<file path="src/rtl/ip_address_text_classifier_core_assert.svh">
// assertion macros for the address classifier
`ifndef IP_ADDRESS_TEXT_CLASSIFIER_CORE_ASSERT_SVH
`define IP_ADDRESS_TEXT_CLASSIFIER_CORE_ASSERT_SVH
// implication checked at every edge outside reset
`define IATC_ASSERT_IMP(lbl, clk, rstn, lhs, rhs) \
  lbl: assert property (@(posedge clk) disable iff (!rstn) (lhs) |-> (rhs)) \
    else $error("assertion failed");
// next-cycle implication
`define IATC_ASSERT_NXT(lbl, clk, rstn, lhs, rhs) \
  lbl: assert property (@(posedge clk) disable iff (!rstn) (lhs) |=> (rhs)) \
    else $error("assertion failed");
`endif

</file>
<file path="src/rtl/iatc_pkg.sv">
`timescale 1ns / 1ps
package iatc_pkg;
  typedef enum logic [1:0] {TrimLead = 2'd0, TrimText = 2'd1, TrimTail = 2'd2} trim_e;
  typedef enum logic [2:0] {
    ClsInvalid = 3'd0, ClsLoopback = 3'd1, ClsPrivate = 3'd2, ClsLinkLocal = 3'd3,
    ClsPublic = 3'd4
  } cls_e;
  localparam int unsigned QDepth = 2;

  // item as accepted
  typedef struct packed {
    logic [7:0] char_code;
    logic       has_char;
    logic       last_char;
  } char_t;

  // finished result
  typedef struct packed {
    logic        parse_ok;
    logic [2:0]  addr_class;
    logic        is_ipv4;
    logic [63:0] addr_upper;
    logic [63:0] addr_lower;
  } res_t;

  // parse summary handed from front to back at end of string
  typedef struct packed {
    logic              ok;
    logic              v4;
    logic [3:0][7:0]   quad;
    logic [7:0][15:0]  grp;
    logic [3:0]        gcnt;
    logic [3:0]        gap_idx;
    logic              gap;
  } summ_t;

  function automatic logic [2:0] v4_class(logic [7:0] a, logic [7:0] b);
    if (a == 8'd0) return ClsInvalid;
    if (a == 8'd127) return ClsLoopback;
    if (a >= 8'd224) return ClsInvalid;
    if (a == 8'd10) return ClsPrivate;
    if (a == 8'd172 && b >= 8'd16 && b <= 8'd31) return ClsPrivate;
    if (a == 8'd192 && b == 8'd168) return ClsPrivate;
    if (a == 8'd100 && b >= 8'd64 && b <= 8'd127) return ClsPrivate;
    if (a == 8'd169 && b == 8'd254) return ClsLinkLocal;
    return ClsPublic;
  endfunction
endpackage

</file>
<file path="src/rtl/iatc_if.sv">
`timescale 1ns / 1ps
interface iatc_char_if;
  logic                 valid;
  logic                 ready;
  iatc_pkg::char_t      payload;
  modport source (output valid, output payload, input ready);
  modport sink (input valid, input payload, output ready);
endinterface

interface iatc_res_if;
  logic                 valid;
  logic                 ready;
  iatc_pkg::res_t       payload;
  modport source (output valid, output payload, input ready);
  modport sink (input valid, input payload, output ready);
endinterface

</file>
<file path="src/rtl/iatc_front.sv">
`timescale 1ns / 1ps
module iatc_front (
  input  logic                clk_i,
  input  logic                rst_ni,
  input  logic                acc_i,
  input  iatc_pkg::char_t     item_i,
  output logic                push_o,
  output iatc_pkg::summ_t     summ_o
);
  logic [1:0]        trim_q, trim_d;
  logic              fail_q, fail_d, colon_q, colon_d, pcol_q, pcol_d;
  logic [3:0][7:0]   quad_q, quad_d;
  logic [2:0]        qidx_q, qidx_d;
  logic [9:0]        dec_q, dec_d;
  logic [2:0]        dcnt_q, dcnt_d;
  logic              lz_q, lz_d, let_q, let_d, gap_q, gap_d, dot_q, dot_d;
  logic [15:0]       hex_q, hex_d;
  logic [7:0][15:0]  grp_q, grp_d;
  logic [3:0]        gcnt_q, gcnt_d, gidx_q, gidx_d;

  logic [7:0]      c;
  logic            ws, is_hex;
  logic [3:0]      dv;
  logic            oct_ok;
  iatc_pkg::summ_t s;

  assign c = item_i.char_code;
  assign ws = c == 8'h20 || c == 8'h09 || c == 8'h0a || c == 8'h0d || c == 8'h0c ||
              c == 8'h0b;

  // hex digit decode
  always_comb begin
    is_hex = 1'b1;
    dv = 4'd0;
    if (c >= 8'h30 && c <= 8'h39) dv = 4'(c - 8'h30);
    else if (c >= 8'h61 && c <= 8'h66) dv = 4'(c - 8'h57);
    else if (c >= 8'h41 && c <= 8'h46) dv = 4'(c - 8'h37);
    else is_hex = 1'b0;
  end

  // character step
  always_comb begin
    trim_d = trim_q; fail_d = fail_q; colon_d = colon_q; pcol_d = pcol_q;
    quad_d = quad_q; qidx_d = qidx_q; dec_d = dec_q; dcnt_d = dcnt_q;
    lz_d = lz_q; let_d = let_q; gap_d = gap_q; dot_d = dot_q; hex_d = hex_q;
    grp_d = grp_q; gcnt_d = gcnt_q; gidx_d = gidx_q;
    oct_ok = dcnt_q != 3'd0 && dcnt_q <= 3'd3 && !let_q && dec_q <= 10'd255 &&
             !(dcnt_q > 3'd1 && lz_q);
    if (item_i.has_char) begin
      if (trim_q == 2'(iatc_pkg::TrimLead) && ws) begin
      end else if (trim_q == 2'(iatc_pkg::TrimTail)) begin
        if (!ws) fail_d = 1'b1;
      end else if (trim_q == 2'(iatc_pkg::TrimText) && ws) begin
        trim_d = 2'(iatc_pkg::TrimTail);
      end else begin
        trim_d = 2'(iatc_pkg::TrimText);
        if (!fail_q) begin
          if (is_hex) begin
            if (pcol_q && !gap_q && gcnt_q == 4'd0) fail_d = 1'b1;
            else if (dot_q ? (dv > 4'd9 || dcnt_q >= 3'd3) : dcnt_q >= 3'd4) begin
              fail_d = 1'b1;
              pcol_d = 1'b0;
            end else begin
              pcol_d = 1'b0;
              if (dcnt_q == 3'd0) lz_d = c == 8'h30;
              if (dv > 4'd9) let_d = 1'b1;
              else dec_d = 10'(dec_q * 10'd10 + 10'(dv));
              hex_d = {hex_q[11:0], dv};
              dcnt_d = dcnt_q + 3'd1;
            end
          end else if (c == 8'h2e) begin
            if (!oct_ok || qidx_q >= 3'd3) fail_d = 1'b1;
            else begin
              quad_d[qidx_q[1:0]] = dec_q[7:0];
              qidx_d = qidx_q + 3'd1;
              dot_d = 1'b1;
              dec_d = '0; dcnt_d = '0; hex_d = '0; lz_d = 1'b0; let_d = 1'b0;
            end
          end else if (c == 8'h3a) begin
            if (dot_q) fail_d = 1'b1;
            else begin
              colon_d = 1'b1;
              if (dcnt_q != 3'd0) begin
                if (gcnt_q >= 4'd8) fail_d = 1'b1;
                else begin
                  grp_d[gcnt_q[2:0]] = hex_q;
                  gcnt_d = gcnt_q + 4'd1;
                end
                dec_d = '0; dcnt_d = '0; hex_d = '0; lz_d = 1'b0; let_d = 1'b0;
                pcol_d = 1'b1;
              end else if (pcol_q) begin
                if (gap_q) fail_d = 1'b1;
                else begin
                  gap_d = 1'b1;
                  gidx_d = gcnt_q;
                end
              end else pcol_d = 1'b1;
            end
          end else fail_d = 1'b1;
        end
      end
    end
  end

  // end-of-string summary from the next-state view
  always_comb begin
    logic ok4;
    ok4 = dcnt_d != 3'd0 && dcnt_d <= 3'd3 && !let_d && dec_d <= 10'd255 &&
          !(dcnt_d > 3'd1 && lz_d);
    s = '0;
    s.quad = quad_d;
    s.quad[3] = dec_d[7:0];
    s.grp = grp_d;
    s.gcnt = gcnt_d;
    s.gap_idx = gidx_d;
    s.gap = gap_d;
    s.ok = !fail_d && trim_d != 2'(iatc_pkg::TrimLead);
    if (dot_d) begin
      if (!ok4 || qidx_d != 3'd3) s.ok = 1'b0;
      else if (!colon_d) s.v4 = 1'b1;
      else if (gcnt_d > 4'd6) s.ok = 1'b0;
      else begin
        s.grp[gcnt_d[2:0]] = {quad_d[0], quad_d[1]};
        s.grp[3'(gcnt_d + 4'd1)] = {quad_d[2], dec_d[7:0]};
        s.gcnt = gcnt_d + 4'd2;
      end
    end else begin
      if (!colon_d) s.ok = 1'b0;
      else if (dcnt_d != 3'd0) begin
        if (gcnt_d >= 4'd8) s.ok = 1'b0;
        else begin
          s.grp[gcnt_d[2:0]] = hex_d;
          s.gcnt = gcnt_d + 4'd1;
        end
      end else if (!(pcol_d && gap_d && gcnt_d == gidx_d)) s.ok = 1'b0;
    end
    if (!s.v4 && (gap_d ? s.gcnt > 4'd7 : s.gcnt != 4'd8)) s.ok = 1'b0;
  end

  assign push_o = acc_i && item_i.last_char;
  assign summ_o = s;

  // state update, cleared after each result
  always_ff @(posedge clk_i or negedge rst_ni) begin
    if (!rst_ni) begin
      trim_q <= '0; fail_q <= 1'b0; colon_q <= 1'b0; pcol_q <= 1'b0; qidx_q <= '0;
      dec_q <= '0; dcnt_q <= '0; lz_q <= 1'b0; let_q <= 1'b0; gap_q <= 1'b0;
      dot_q <= 1'b0; hex_q <= '0; gcnt_q <= '0; gidx_q <= '0;
    end else if (acc_i) begin
      if (item_i.last_char) begin
        trim_q <= '0; fail_q <= 1'b0; colon_q <= 1'b0; pcol_q <= 1'b0; qidx_q <= '0;
        dec_q <= '0; dcnt_q <= '0; lz_q <= 1'b0; let_q <= 1'b0; gap_q <= 1'b0;
        dot_q <= 1'b0; hex_q <= '0; gcnt_q <= '0; gidx_q <= '0;
      end else begin
        trim_q <= trim_d; fail_q <= fail_d; colon_q <= colon_d; pcol_q <= pcol_d;
        qidx_q <= qidx_d; dec_q <= dec_d; dcnt_q <= dcnt_d; lz_q <= lz_d; let_q <= let_d;
        gap_q <= gap_d; dot_q <= dot_d; hex_q <= hex_d; gcnt_q <= gcnt_d;
        gidx_q <= gidx_d;
      end
    end
  end

  // store payload
  always_ff @(posedge clk_i) begin
    if (acc_i) begin
      quad_q <= quad_d;
      grp_q <= grp_d;
    end
  end
endmodule

</file>
<file path="src/rtl/iatc_queue.sv">
`timescale 1ns / 1ps
module iatc_queue (
  input  logic            clk_i,
  input  logic            rst_ni,
  input  logic            push_i,
  input  iatc_pkg::summ_t data_i,
  output logic            full_o,
  output logic            valid_o,
  input  logic            pop_i,
  output iatc_pkg::summ_t data_o
);
  localparam int unsigned PtrW = $clog2(iatc_pkg::QDepth);
  iatc_pkg::summ_t mem_q [iatc_pkg::QDepth];
  logic [PtrW-1:0] wp_q, rp_q;
  logic [PtrW:0]   cnt_q;

  assign full_o = cnt_q == (PtrW+1)'(iatc_pkg::QDepth);
  assign valid_o = cnt_q != '0;
  assign data_o = mem_q[rp_q];

  // pointers
  always_ff @(posedge clk_i or negedge rst_ni) begin
    if (!rst_ni) begin
      wp_q <= '0; rp_q <= '0; cnt_q <= '0;
    end else begin
      if (push_i) wp_q <= wp_q + 1'b1;
      if (pop_i) rp_q <= rp_q + 1'b1;
      cnt_q <= cnt_q + (PtrW+1)'(push_i) - (PtrW+1)'(pop_i);
    end
  end

  // slots
  always_ff @(posedge clk_i) begin
    if (push_i) mem_q[wp_q] <= data_i;
  end
endmodule

</file>
<file path="src/rtl/iatc_back.sv">
`timescale 1ns / 1ps
`include "ip_address_text_classifier_core_assert.svh"
module iatc_back (
  input  logic            clk_i,
  input  logic            rst_ni,
  input  logic            valid_i,
  input  iatc_pkg::summ_t summ_i,
  output logic            pop_o,
  iatc_res_if.source      res_o
);
  logic [7:0][15:0] g;
  iatc_pkg::res_t   r;
  logic             vld_q;
  iatc_pkg::res_t   res_q;

  // group expansion around the gap
  always_comb begin
    logic [3:0] t;
    t = summ_i.gcnt - summ_i.gap_idx;
    g = '0;
    for (int i = 0; i < 8; i++) begin
      if (!summ_i.gap) g[i] = summ_i.grp[i];
      else if (4'(i) < summ_i.gap_idx) g[i] = summ_i.grp[i];
      else if (4'(i) >= 4'd8 - t) g[i] = summ_i.grp[3'(4'(i) - (4'd8 - t) + summ_i.gap_idx)];
    end
  end

  // classification
  always_comb begin
    r = '0;
    if (summ_i.ok) begin
      r.parse_ok = 1'b1;
      if (summ_i.v4) begin
        r.is_ipv4 = 1'b1;
        r.addr_class = iatc_pkg::v4_class(summ_i.quad[0], summ_i.quad[1]);
        r.addr_lower = {32'd0, summ_i.quad[0], summ_i.quad[1], summ_i.quad[2],
                        summ_i.quad[3]};
      end else if (g[0] == '0 && g[1] == '0 && g[2] == '0 && g[3] == '0 &&
                   g[4] == '0 && g[5] == 16'hffff) begin
        r.is_ipv4 = 1'b1;
        r.addr_class = iatc_pkg::v4_class(g[6][15:8], g[6][7:0]);
        r.addr_lower = {32'd0, g[6], g[7]};
      end else begin
        r.addr_upper = {g[0], g[1], g[2], g[3]};
        r.addr_lower = {g[4], g[5], g[6], g[7]};
        if (r.addr_upper == '0 && r.addr_lower == '0) r.addr_class = iatc_pkg::ClsInvalid;
        else if (r.addr_upper == '0 && r.addr_lower == 64'd1)
          r.addr_class = iatc_pkg::ClsLoopback;
        else if ((g[0] & 16'hfe00) == 16'hfc00) r.addr_class = iatc_pkg::ClsPrivate;
        else if ((g[0] & 16'hffc0) == 16'hfe80) r.addr_class = iatc_pkg::ClsLinkLocal;
        else if ((g[0] & 16'hff00) == 16'hff00) r.addr_class = iatc_pkg::ClsInvalid;
        else r.addr_class = iatc_pkg::ClsPublic;
      end
    end
  end

  assign pop_o = valid_i && (!vld_q || res_o.ready);
  assign res_o.valid = vld_q;
  assign res_o.payload = res_q;

  // output register
  always_ff @(posedge clk_i or negedge rst_ni) begin
    if (!rst_ni) vld_q <= 1'b0;
    else if (pop_o) vld_q <= 1'b1;
    else if (res_o.ready) vld_q <= 1'b0;
  end

  always_ff @(posedge clk_i) begin
    if (pop_o) res_q <= r;
  end

  `IATC_ASSERT_IMP(a_fail_zero, clk_i, rst_ni, vld_q && !res_q.parse_ok,
                   res_q.addr_class == iatc_pkg::ClsInvalid && !res_q.is_ipv4)
  `IATC_ASSERT_NXT(a_hold, clk_i, rst_ni, vld_q && !res_o.ready, vld_q && $stable(res_q))
  `IATC_ASSERT_IMP(a_v4_upper, clk_i, rst_ni, vld_q && res_q.is_ipv4,
                   res_q.addr_upper == '0)
endmodule

</file>
<file path="src/rtl/ip_address_text_classifier_core.sv">
`timescale 1ns / 1ps
// after the last character, its summary is written to the queue and then the result is registered at the output
// throughput: one character per cycle; ready drops only when the two-entry queue is full
// front parser state and the queue reset asynchronously on rst_ni low
// reset leaves the block waiting for leading whitespace of a new string
module ip_address_text_classifier_core (
  input  logic         clk_i,
  input  logic         rst_ni,
  iatc_char_if.sink    in_i,
  iatc_res_if.source   out_o
);
  logic            acc, push, full, qv, pop;
  iatc_pkg::summ_t summ, qd;

  assign in_i.ready = !full;
  assign acc = in_i.valid && in_i.ready;

  iatc_front u_front (
    .clk_i, .rst_ni, .acc_i(acc), .item_i(in_i.payload), .push_o(push), .summ_o(summ)
  );

  iatc_queue u_queue (
    .clk_i, .rst_ni, .push_i(push), .data_i(summ), .full_o(full), .valid_o(qv),
    .pop_i(pop), .data_o(qd)
  );

  iatc_back u_back (
    .clk_i, .rst_ni, .valid_i(qv), .summ_i(qd), .pop_o(pop), .res_o(out_o)
  );
endmodule
</file>
<file path="src/flat_wrapper.sv">
// flat-port wrapper written by rule: the top's interface ports become plain ports
module ip_address_text_classifier_core_flat 
  (clk_i, rst_ni, in_i_valid, in_i_payload, in_i_ready, out_o_valid, out_o_payload, out_o_ready);
  iatc_char_if in_i_i ();
  iatc_res_if out_o_i ();
  input  logic clk_i;
  input  logic rst_ni;
  input wire logic [$bits(in_i_i.valid)-1:0] in_i_valid;
  input wire logic [$bits(in_i_i.payload)-1:0] in_i_payload;
  output wire logic [$bits(in_i_i.ready)-1:0] in_i_ready;
  output wire logic [$bits(out_o_i.valid)-1:0] out_o_valid;
  output wire logic [$bits(out_o_i.payload)-1:0] out_o_payload;
  input wire logic [$bits(out_o_i.ready)-1:0] out_o_ready;
  assign in_i_i.valid = in_i_valid;
  assign in_i_i.payload = in_i_payload;
  assign in_i_ready = in_i_i.ready;
  assign out_o_valid = out_o_i.valid;
  assign out_o_payload = out_o_i.payload;
  assign out_o_i.ready = out_o_ready;
  ip_address_text_classifier_core u_core (.clk_i(clk_i), .rst_ni(rst_ni), .in_i(in_i_i), .out_o(out_o_i));
endmodule
</file>
<file path="config.mk">
export PLATFORM = sky130hd
export DESIGN_NAME = ip_address_text_classifier_core_flat
export DESIGN_NICKNAME = d
export VERILOG_FILES = /design/src/rtl/iatc_pkg.sv /design/src/rtl/iatc_if.sv /design/src/rtl/iatc_front.sv /design/src/rtl/iatc_queue.sv /design/src/rtl/iatc_back.sv /design/src/rtl/ip_address_text_classifier_core.sv /design/src/flat_wrapper.sv
export VERILOG_INCLUDE_DIRS = /design/src /design/src/rtl
export SDC_FILE = /design/constraint.sdc
export NUM_CORES = 2
export LEC_CHECK = 0
export BUFFER_PORTS_ARGS = -buffer_cell sky130_fd_sc_hd__buf_4
export CAP_MARGIN = 20
export CORE_UTILIZATION = 50
export CTS_CLUSTER_DIAMETER = 200
export DETAILED_ROUTE_END_ITERATION = 12
export PLACE_DENSITY = 0.66
export SETUP_SLACK_MARGIN = 0.1
export SYNTH_ARGS = -nofsm -noshare
export SYNTH_HDL_FRONTEND = slang
export SYNTH_HIERARCHICAL = 1
export SYNTH_SLANG_ARGS = --single-unit
</file>
<file path="constraint.sdc">
create_clock -name clk_i -period 29.2 [get_ports clk_i]
set_clock_uncertainty 0.2 [all_clocks]
set_input_delay 5.84 -clock clk_i [delete_from_list [all_inputs] [get_ports clk_i]]
set_output_delay 5.84 -clock clk_i [all_outputs]
set_load 0.005 [all_outputs]
</file>
# ---- Word level (Yosys, flattened, before mapping)
# Memory sizes are Yosys's and may differ from the RTL's.
# Index checks and enable logic that the tools add are counted.
dict set report word_totals {
  register_bits 347
  latchBits 0
  ramBits 342
  rom_bits 0
  in_bits 14
  output_inout_bits 135
  memories 1
}
dict set report classes {
  n_addsub 31
  mul 1
  n_div 0
  magnitude_cmp 62
  n_eq_ne 36
  shift 0
  n_mux 459
  n_bitwise 7
  reduce_logical 86
}
# name depth width rd rd_clocked_by_memory_dff wr line_no
set memory_table {}
lappend memory_table {u_core.u_queue.mem_q 2 171 1 0 1 iatc_queue.sv:13} ;# iatc_pkg::summ_t mem_q [iatc_pkg::QDepth];
# cell n
set ops {}
lappend ops {{128-bit two-way mux} 11}
lappend ops {{132-bit two-way mux} 7}
lappend ops {{16-bit two-way mux} 49}
lappend ops {{128-bit bitwise mux} 4}
lappend ops {{16-bit binary-select mux with 3-bit select} 8}
lappend ops {{3-bit two-way mux} 88}
lappend ops {{64-bit two-way mux} 4}
lappend ops {{1-bit two-way mux} 224}
lappend ops {{24-bit two-way mux} 8}
lappend ops {{10-bit two-way mux} 15}
lappend ops {{16-bit demux with 3-bit select} 3}
lappend ops {{133-bit two-way mux} 1}
lappend ops {{64-bit logical NOT} 2}
lappend ops {{4-bit two-way mux} 29}
lappend ops {{8-bit equality test (second input constant)} 11}
lappend ops {{16-bit logical NOT} 5}
lappend ops {{64-bit by 1-bit equality test with 1-bit output (second input constant)} 1}
lappend ops {{8-bit by 4-bit equality test with 1-bit output (second input constant)} 7}
lappend ops {{1-bit logical AND} 47}
lappend ops {{3-bit by 4-bit < comparator with 1-bit output (second input constant)} 11}
lappend ops {{32-bit bitwise mux} 1}
lappend ops {{8-bit by 6-bit equality test with 1-bit output (second input constant)} 4}
lappend ops {{8-bit by 7-bit equality test with 1-bit output (second input constant)} 4}
lappend ops {{8-bit by 7-bit greater-or-equal comparator with 1-bit output (second input constant)} 4}
lappend ops {{61 further kinds} 134}

# ---- Longest topological paths before layout
# An unclocked memory read counts as a cell.
dict set report logic_depth {
  depth_word 79
  ltp_mapped 25
}

# ---- Modules after synthesis
# The synthesis kept the hierarchy.
# module n_inst cells_each area_each_um2 seq_area_each_um2
set modules_own_cells {}
lappend modules_own_cells {iatc_front 1 1772 15894.0 5790.6}
lappend modules_own_cells {iatc_back 1 1478 14980.6 4018.9}
lappend modules_own_cells {iatc_queue 1 547 12852.3 10369.9}
lappend modules_own_cells {ip_address_text_classifier_core 1 2 10.0 0.0}

# ---- Least setup slack after synthesis
# OpenSTA, ideal clock, no wires.
dict set report synth_timing {
  path_type {input to register}
  startpoint {input port in_i_valid}
  endpoint {memory u_core/u_queue/mem_q[0][0] (netlist bit) (enable)}
  setup_time_ns 0.725
  t_arrival_ns 20.661
  required_time_ns 28.275
  path_slack_ns 7.614
  stages 5
  path_cell_list {nor2b_1 > clkbuf_1 > nand2_1 > inv_1 > nor2b_1}
}
dict set report synth_between {
  elab_chain_cells 4
}
# element line_no
set synth_lines {}
lappend synth_lines {{from (decl)} flat_wrapper.sv:8} ;# input wire logic [$bits(in_i_i.valid)-1:0] in_i_valid;
lappend synth_lines {{1-bit logical AND} ip_address_text_classifier_core.sv:16} ;# assign acc = in_i.valid && in_i.ready;
lappend synth_lines {{1-bit logical AND} iatc_front.sv:140} ;# assign push_o = acc_i && item_i.last_char;
lappend synth_lines {{via u_core.push} ip_address_text_classifier_core.sv:12} ;# logic acc, push, full, qv, pop;
lappend synth_lines {{1-bit two-way mux} iatc_queue.sv:34} ;# if (push_i) mem_q[wp_q] <= data_i;
lappend synth_lines {{1-bit two-way mux (not written as such)} iatc_queue.sv:34}
lappend synth_lines {{to (decl)} iatc_queue.sv:13}
# The timed path passes the listed nets, and every way through them passes these cells.

==> results.cfg <==
[run_status]
status = completed

[cells_and_area]
drive_gt1_frac = 0.2431
syn_to_final_growth_pct = 11.13
fillers = 7385
mostFrequentLayoutCells = edfxtp_1 (627), mux2_2 (261), nand2_1 (260)
final_common_cell = edfxtp_1
fin_nets = 3900
multiInputGateArea_um2 = 21860
fin_area_um2 = 48610
seq_area_um2 = 20180
fin_util = 0.5603

[logic_synthesis]
synthCells = 3799
synth_xor_area_frac = 0.01224
synthSimpleGateAreaFrac = 0.1019
yosysUniqueCellTypes = 104
synthesis.nets = 3867
synth-adder-area-share = 0.01648
synth_seq_cells = 681
async_flop_share = 0.07930
synthMuxAreaShare = 0.2163
synthFlopType = edfxtp_1
syn_avg_cell_area_um2 = 11.51
synth-compound-area-share = 0.1468
synth_top_family_by_area = multiplexers
synth-seq-area-share = 0.4614
synthesis.area_um2 = 43740
yosys_warnings = 6
synth_edf_count = 627

[clocking]
cts_max_path_buffers = 3
cts_tree = done
holdBufCountCts = 0
numCtsBuffers = 76
clk_pin_slew_ns = 0.06
clkSinkCount = 681
htreeDepth = 3
post_cts_resized = 0
insertion_delay_ns = 0.66
postCtsSetupRepairBufs = 0
cts_root_buf = clkbuf_16

[timing]
tns_ns = 0
fmax_mhz = 90.24
slew_violations = 0
post-route-period-util = 0.3795
setup_viol = 0
hold_violations = 0
max_slew_margin = 0.05396
min_period_ns = 11.08
tightest_slew_ns = 1.419
rsz0062_at_grt = false

[grt]
grt_pass1_vias = 33100
overflow = 0
grt_max_degree = 113
grt_use_total = 0.3744
antenna_found_initial = 12
grt_pass1_wl_um = 239100

[detailed_routing]
dr.pass1.iters = 8
via_count = 35630
wl_per_cell_um = 33.46
wirelength_um = 169000
drtIter0Drc = 5447
vias_per_cell = 7.053
drc = 0
ant_nets = 0

[place]
dpl.hpwl_um = 115000
io_buffers = 148
place.gp.congestion = 1.020
placed_cell_area_um2 = 45960

[worst_setup_path]
r2r_start = u_core/u_queue/rp_q
crit_buf_inv = 4
max_stage_delay_ns = 0.74
path_cells = buf_4 -> inv_1 -> ha_1 -> or3b_2 -> nand4_1 -> o211ai_1 -> nor4_4 -> xnor2_2 -> inv_1 -> ha_1 -> or2_2 -> mux2i_1 -> nor2_1 -> nand3_4 -> buf_4 -> o22ai_1 -> o21ai_0
critical_path.slowest_cell = buf_4
required_ns = 29.47
critPathLaunchType = input pin
cp_max_fo = 60
critPathKind = in2reg
critPathLaunch = in_i_payload[3]
crit_arrival_ns = 11.35
crit_family = simple AND/OR/NAND/NOR gates
end_kind = register

[worst_hold_path]
min_path_type = reg2reg
min_from = u_core/u_front/gidx_q[1]

[die]
start_util = 0.5042
die_y_um = 297.8
fp-row-count = 108
num_io_pins = 149
dieArea_um2 = 88660
core_um2 = 86750
die_x_um = 297.8

[flow_run]
max-cap-violations = 0
## cell families (layout without fill, tap and decap cells)
logic type | count (synthesis) | after routing
other | 0 | 5
AND/OR/NAND/NOR | 900 | 900
AO/OA/AOI/OAI | 958 | 958
XOR/XNOR | 43 | 43
buffers and inverters | 453 | 546
adder cells (fa/ha/maj) | 54 | 54
flip-flops | 681 | 681
multiplexers | 710 | 710
## cells in the mapped netlist, types with 9 or more instances
cell,instances,share of area
buf_1,22,0.0019
nor2_1,253,0.022
buf_2,75,0.0086
and3_1,32,0.0046
xnor2_1,16,0.0032
nor2b_1,26,0.0037
buf_6,14,0.0036
o21ai_1,80,0.0092
nor4_1,30,0.0043
mux4_2,130,0.067
or3_1,14,0.0020
o211ai_1,140,0.024
ha_1,48,0.014
edfxtp_1,627,0.43
o211a_1,10,0.0023
nand4_1,18,0.0026
o2bb2ai_1,13,0.0026
a31oi_1,14,0.0020
o21ai_0,111,0.013
nand3_1,45,0.0051
nand2b_1,79,0.011
mux2_2,261,0.067
buf_4,18,0.0031
clkbuf_1,171,0.015
mux2i_1,239,0.055
a21o_1,12,0.0021
a21oi_1,157,0.018
nand2_1,263,0.023
nor3_1,41,0.0047
xor2_1,13,0.0026
dfrtp_1,54,0.031
a32o_1,9,0.0021
and2_1,19,0.0027
mux2_4,80,0.027
inv_1,149,0.013
o31ai_1,10,0.0017
nor3b_1,9,0.0015
a211oi_1,20,0.0034
a22oi_1,159,0.027
a22o_1,32,0.0064
o22ai_1,106,0.015
## metal layers
metal  routed length, um  global-route usage
met5                  27                   0
met4               13800              0.2623
met3               22460              0.1107
met2               70520              0.5296
met1               62240              0.4919
## area by class of cell
class,instances,area share
diodes,5,0.0002574
clock buffers,93,0.04191
clock inverters,45,0.009833
inverters,153,0.01182
multi-input cells,2665,0.4498
flip-flops and latches,681,0.4152
well taps,1155,0.02973
repair buffers,255,0.04139
## registers in the layout, summed over array words and instances, names as in the netlist
register / cells
u_core/u_back/res_o.payload: 133
u_core/u_back/res_o.valid: 1
u_core/u_front/colon_q: 1
u_core/u_front/dcnt_q: 3
u_core/u_front/dec_q: 10
u_core/u_front/dot_q: 1
u_core/u_front/fail_q: 1
u_core/u_front/gap_q: 1
u_core/u_front/gcnt_q: 4
u_core/u_front/gidx_q: 4
u_core/u_front/grp_q: 128
u_core/u_front/hex_q: 16
u_core/u_front/let_q: 1
u_core/u_front/lz_q: 1
u_core/u_front/pcol_q: 1
u_core/u_front/qidx_q: 3
u_core/u_front/quad_q: 24
u_core/u_front/trim_q: 2
u_core/u_queue/cnt_q: 2
u_core/u_queue/mem_q: 342
u_core/u_queue/rp_q: 1
u_core/u_queue/wp_q: 1
## worst paths after layout
path	endpoint	slack (ns)	depth (start not counted)
hold reg to reg	u_core/u_front/gidx_q[1]	0.30	1
min in group asynchronous	u_core/u_front/fail_q	5.04	1
setup / recovery	u_core/u_queue/mem_q[0][19]	18.12	17
hold / removal	u_core/u_front/gidx_q[1]	0.30	1
max in group asynchronous	u_core/u_queue/rp_q	23.15	1
setup reg to reg	u_core/u_back/res_o.payload[91]	19.56	16
## metrics by stage
| stage | instances | setup slack (ns) | hold WS (ns) |
|---|---|---|---|
| floorplan | 3799 | 7.614 | 0.2554 |
| global placement | 4892 | 17.55 | 0.2734 |
| detailed placement | 4902 | 17.42 | 0.2773 |
| CTS | 5040 | 18.11 | 0.2957 |
| global route | 5047 | 17.69 | 0.3140 |
| finish | 5052 | 18.12 | 0.3001 |
Power is not shown: default switching activity piles up to over one toggle a cycle in this logic, so the estimate is an artifact.
